`src/hw/rtl/pfr_pkg.sv`:
```
`timescale 1ns / 1ps
// shared types and constants for the planar frame transform
// no dependencies

package pfr_pkg;

  localparam int unsigned DataW     = 16;
  localparam int unsigned OutW      = 18;
  localparam int unsigned QW        = 18;
  localparam int unsigned WW        = 34;
  localparam int unsigned RW        = 80;
  localparam int unsigned AddrW     = 4;
  localparam int unsigned FracBitsDef = 12;

  typedef enum logic [1:0] {
    REG_LEFT_X  = 2'd0,
    REG_LEFT_Z  = 2'd1,
    REG_RIGHT_X = 2'd2,
    REG_RIGHT_Z = 2'd3
  } reg_idx_e;

  // one channel of the root search as it moves down the cell row
  typedef struct packed {
    logic                 valid;
    logic                 sgn;
    logic signed [RW-1:0] r;
    logic signed [RW-1:0] p;
    logic [WW-1:0]        w;
    logic [QW-1:0]        q;
  } lane_t;

endpackage

```
`src/hw/rtl/pfr_cell.sv`:
```
`timescale 1ns / 1ps
// one cell of the rounding root search: settles quotient bit K
// depends on pfr_pkg

module pfr_cell #(
  parameter int unsigned K = 0
) (
  input  logic           clk_i,
  input  logic           rst_ni,
  input  pfr_pkg::lane_t lane_i,
  output pfr_pkg::lane_t lane_o
);

  logic signed [pfr_pkg::RW-1:0] wk, t;
  logic                          hit;
  pfr_pkg::lane_t                lane_d;

  // trying c + 2^(K+1): residue drops by 2^(K+2) * (w*c + 2^K * w)
  always_comb begin
    wk     = $signed({{(pfr_pkg::RW-pfr_pkg::WW){1'b0}}, lane_i.w}) <<< K;
    t      = (lane_i.p + wk) <<< (K + 2);
    hit    = (t <= lane_i.r);
    lane_d = lane_i;
    if (hit) begin
      lane_d.r    = lane_i.r - t;
      lane_d.p    = lane_i.p + (wk <<< 1);
      lane_d.q[K] = 1'b1;
    end
  end

  always_ff @(posedge clk_i or negedge rst_ni) begin
    if (!rst_ni) begin
      lane_o <= '0;
    end else begin
      lane_o <= lane_d;
    end
  end

  a_valid_moves: assert property (@(posedge clk_i) disable iff (!rst_ni)
    lane_o.valid == $past(lane_i.valid))
    else $error("cell valid lost or invented");

  a_res_nonneg: assert property (@(posedge clk_i) disable iff (!rst_ni)
    (lane_o.valid && lane_o.q[K]) |-> (lane_o.r >= 0))
    else $error("residue negative after accepted bit");

  a_low_clear: assert property (@(posedge clk_i) disable iff (!rst_ni)
    lane_i.valid |-> ((lane_i.q & ((pfr_pkg::QW'(1) << (K + 1)) - 1'b1)) == '0))
    else $error("lower quotient bits set too early");

endmodule

```
`config.mk`:
```
export PLATFORM = sky130hd
export DESIGN_NAME = pfr_cell
export DESIGN_NICKNAME = d
export VERILOG_FILES = /design/src/hw/rtl/pfr_pkg.sv /design/src/hw/rtl/pfr_cell.sv
export SDC_FILE = /design/constraint.sdc
export NUM_CORES = 1
export LEC_CHECK = 0
export BUFFER_PORTS_ARGS = -buffer_cell sky130_fd_sc_hd__buf_2
export CORE_MARGIN = 2
export CORE_UTILIZATION = 30
export DETAILED_ROUTE_END_ITERATION = 10
export GPL_TIMING_DRIVEN = 0
export HOLD_SLACK_MARGIN = 0.08
export PLACE_DENSITY = 0.51
export SETUP_SLACK_MARGIN = 0.15
export SYNTH_ARGS = -nofsm -noshare
export SYNTH_HDL_FRONTEND = slang
export SYNTH_SLANG_ARGS = --single-unit
```
`constraint.sdc`:
```
create_clock -name clk_i -period 0.85 [get_ports clk_i]
set_clock_uncertainty 0.05 [all_clocks]
set_input_delay 0.17 -clock clk_i [delete_from_list [all_inputs] [get_ports clk_i]]
set_output_delay 0.17 -clock clk_i [all_outputs]
set_load 0.05 [all_outputs]
```
Yosys cells after proc, flatten, opt, wreduce, memory -nomap -nowiden
Cells that the tools add are included.
- reduce and logical (&&, ||, !) cells: 0
- eq/ne operators: 0
- multiply operators: 0
- shift operators: 0
- divide/modulo/power cells: 0
- $add $sub $neg: 3
- bitwise logic cells: 0
- magnitude comparators: 1
- mux-type cells: 2
- operators with widths (kind ; number):
    $mux W160 ; 1
    $add A80 B36 Y80 ; 1
    $le A80 B80 Y1 ; 1
    $sub A80 B80 Y80 ; 1
    $add A78 B35 Y78 ; 1
    $mux W1 ; 1
- input bits: 216
- memory bits (read-only): 0
- bits in latches: 0
- memories kept: 0
- word-level logic and storage cells: 12
- flip-flop bits (word level): 214
- bits in writable memories: 0
- output and inout port bits: 214

Longest topological paths before layout
- word-level depth: 3
- mapped depth: 30
- depth with buffers taken out: 24

Least setup slack after synthesis
Ideal clock, no wire load.
- path kind: in2reg
- start point: in lane_i[19] in the netlist's numbering
- end point: reg lane_o[135] in the netlist's numbering
- setup time: 0.125 ns
- slack: -4.434 ns
- buffers on the path: 5
- data required time: 0.675 ns
- stages: 26
- arrival time: 5.109 ns
- cells stage by stage: ha_1 -> a211oi_1 -> o21bai_1 -> o31a_1 -> a31o_2 -> a21oi_1 -> o21ai_0 -> and4_1 -> a41o_1 -> clkbuf_1 -> nand3_1 -> xor2_1 -> ha_1 -> buf_4 -> a21o_1 -> o21ba_2 -> o221ai_4 -> a221oi_2 -> o2111ai_1 -> a21o_1 -> a31oi_2 -> or2_1 -> buf_4 -> buf_6 -> buf_4 -> mux2_2
- RTL lines (what ; line ; source):
    start: declaration ; pfr_cell.sv:10 ; input pfr_pkg::lane_t lane_i,
    end signal: assignment ; pfr_cell.sv:35 ; lane_o <= lane_d;
    end: declaration ; pfr_cell.sv:11 ; output pfr_pkg::lane_t lane_o

==> metrics.txt <==
detailed placement HPWL between 50000 and 60000 um; Arr. time, crit path around 5600 ps; nets@finish between 3000 and 4000; Max Freq around 190 MHz; post-synthesis register bit count between 200 and 250; layout cells sized above 1 a little over two fifths; Worst-Margin Slew ~1100 ps; failing checks hold timing, setup timing; fillers about 5200; area of the multi-input gates around 13000 um^2; fin. max-slew vios 0; Mapped Cells between 1500 and 2000; first-pass GRT wire length around 110000 um; Avg WL per Cell ~22 um; peak supply drop between 2 and 2.5 mV; largest net degree at the start of global routing a little over 80; Worst-path clk slew around 60 ps; placed cell area a little over 20000 um^2; slew margin rel. 26.2%; via density per instance 5.27; Post-Syn Area between 15000 and 20000 um^2; RePlAce Congestion ~0.89; total negative slack -793490 ps; initial core utilization between 30% and 40%; CTS Sinks roughly 210; area grow syn2layout 67.0%; row cnt between 80 and 90; IO buf count 422; ys async rst share 100%; P_leak approximately 0.012 uW; WL final around 80000 um; final hold violation count 227; outcome complete, but fails checks; H-tree depth 1; min Tclk post-route about 5300 ps; post-synth cell types 75; Critical Path Sink Type register; Min Hold Slack -562 ps; largest reg by FF count lane_o; total grt overflow 0; HP Class input pin to async pin; Ports between 400 and 500; antenna violations before repair 14; synthesized area per cell ~8.4 um^2; Num CTS Buffers 29; unrepaired setup endpoints after global routing yes; final instance area around 28000 um^2; max FFs per register 214; most common cell after layout, fill and taps aside buf_6; CP max FO 10; ys flop type dfrtp_1; CP Class input pin to register; number of global-route vias before repair roughly 19000; TritonCTS clock tree yes; Ys Warns 0; Core ar. approximately 55000 um^2; critical path launch point type input pin; Post-Synthesis Net Count about 2400; max-cap viol count 0; Die X between 200 and 250 um; routed vias around 19000; post-synthesis sequential area ratio about a third; root buf cell clkbuf_16; Routed Antenna Nets 0; first-pass detailed-route iteration total 6; most frequent cells in the layout 240 x buf_6, 214 x buf_2, 212 x dfrtp_2, 200 x dlygate4sd3_1; pwr/cell area just over 2000 nW/um^2; Finished Layout Cells around 3500; Clock Path Buffers 3; Die Y around 240 um; Regs by FF count lane_o x214; Final Cycle Share 621%; All-Layer GR Usage 26.0%; final worst slack -4430 ps; Remaining DRCs 0; number of enable flip-flop cells after synthesis 0; initial DRC count between 1000 and 1500; Critical Path RT ~1200 ps; placed cell count 3164; register area about 5600 um^2; Setup Viol. Count Final 372; Die Area ~58000 um^2
## metal layers
| metal | GRT usage [%] | up-vias | wire length [um] |
|---|---|---|---|
| li1 | - | 8780 | - |
| met1 | 35.4 | 9085 | 34400 |
| met2 | 41.8 | 633 | 36300 |
| met3 | 5.52 | 91 | 5660 |
| met4 | 6.57 | 4 | 1680 |
| met5 | 0 | - | 14 |
## worst paths after layout
kind,depth (start not counted),endpoint,slack (ps),start
min in group clk_i,1,lane_o[52],-350,lane_i[52]
setup / recovery,25,lane_o[163],-4430,lane_i[18]
hold / removal,1,lane_o[78],-560,rst_ni
max in group asynchronous,2,lane_o[211],470,rst_ni
## worst max-delay path: stages
cell and delay [ps]:
buf_8 100, ha_4 150, buf_4 130, a211oi_2 210, o21bai_1 120, o31a_1 340, a31o_4 280, a21oi_4 230
o21ai_2 110, and4_4 170, a41o_4 330, buf_12 160, buf_4 130, nand3_1 70, xor2_1 300, ha_1 410
and4_2 270, a221oi_4 340, o2111ai_4 170, a21o_4 260, a31oi_4 160, or2_1 140, buf_6 130, buf_1 450
o21ai_0 270
## through the flow
step	power, uW	utilization, %	setup slack, ps
6_report	57900	50.8	-4430
3_3_place_gp	36600	36.8	-6350
4_1_cts	55900	47.8	-4500
2_1_floorplan	29600	-	-4050
3_5_place_dp	36600	36.9	-6320
5_1_grt	60800	50.8	-4600
## cell families (layout without fill, tap and decap cells)
logic type	count (synthesis)	in the layout	share of synthesized area [%]
AO/OA/AOI/OAI	609	609	22.5
XOR/XNOR	222	222	11.6
flip-flops	214	214	31.8
AND/OR/NAND/NOR	646	646	18.5
buffers and inverters	147	927	4.10
adder cells (fa/ha/maj)	149	149	11.2
other	0	11	0
multiplexers	5	5	0.335
## layout make-up
type / count / share of cell area, %
Multi-Input combinational cell: 1631 / 44.8
Timing Repair Buffer: 728 / 24.7
Sequential cell: 214 / 20.0
Tap cell: 748 / 3.33
Buffer: 105 / 3.07
Clock buffer: 38 / 2.92
Inverter: 42 / 0.561
Clock inverter: 14 / 0.463
Antenna cell: 11 / 0.0979
## report_power, final
group,switching [uW],internal [uW]
registers,1090,12400
clock network,5290,7130
logic,19300,12700
total,25700,32200
## Yosys cell counts (all sizes together), types with 13 or more instances
library cell / count / area (um^2)
o21a: 16 / 120
ha: 146 / 1830
a21o: 85 / 638
nor3: 37 / 195
clkbuf: 73 / 280
xor2: 90 / 788
nor4: 13 / 81.3
buf: 32 / 253
nand2: 254 / 956
nand4: 65 / 413
and3: 31 / 199
nor2: 82 / 308
o21ai: 202 / 1010
o31ai: 13 / 97.6
nand3: 87 / 435
xnor2: 132 / 1160
a21oi: 158 / 791
o21bai: 24 / 180
inv: 42 / 158
nand2b: 15 / 93.8
a31oi: 19 / 125
dfrtp: 214 / 5360
## timing repair
action	CTS	global route
hold endpoints to repair	426	233
gates resized for setup	697	336
buffers inserted	54	30
hold buffers	198	2
endpoints found under the setup margin	372	372
cloned	17	3
pin swaps	68	121
(Power assumes the default switching activity.)
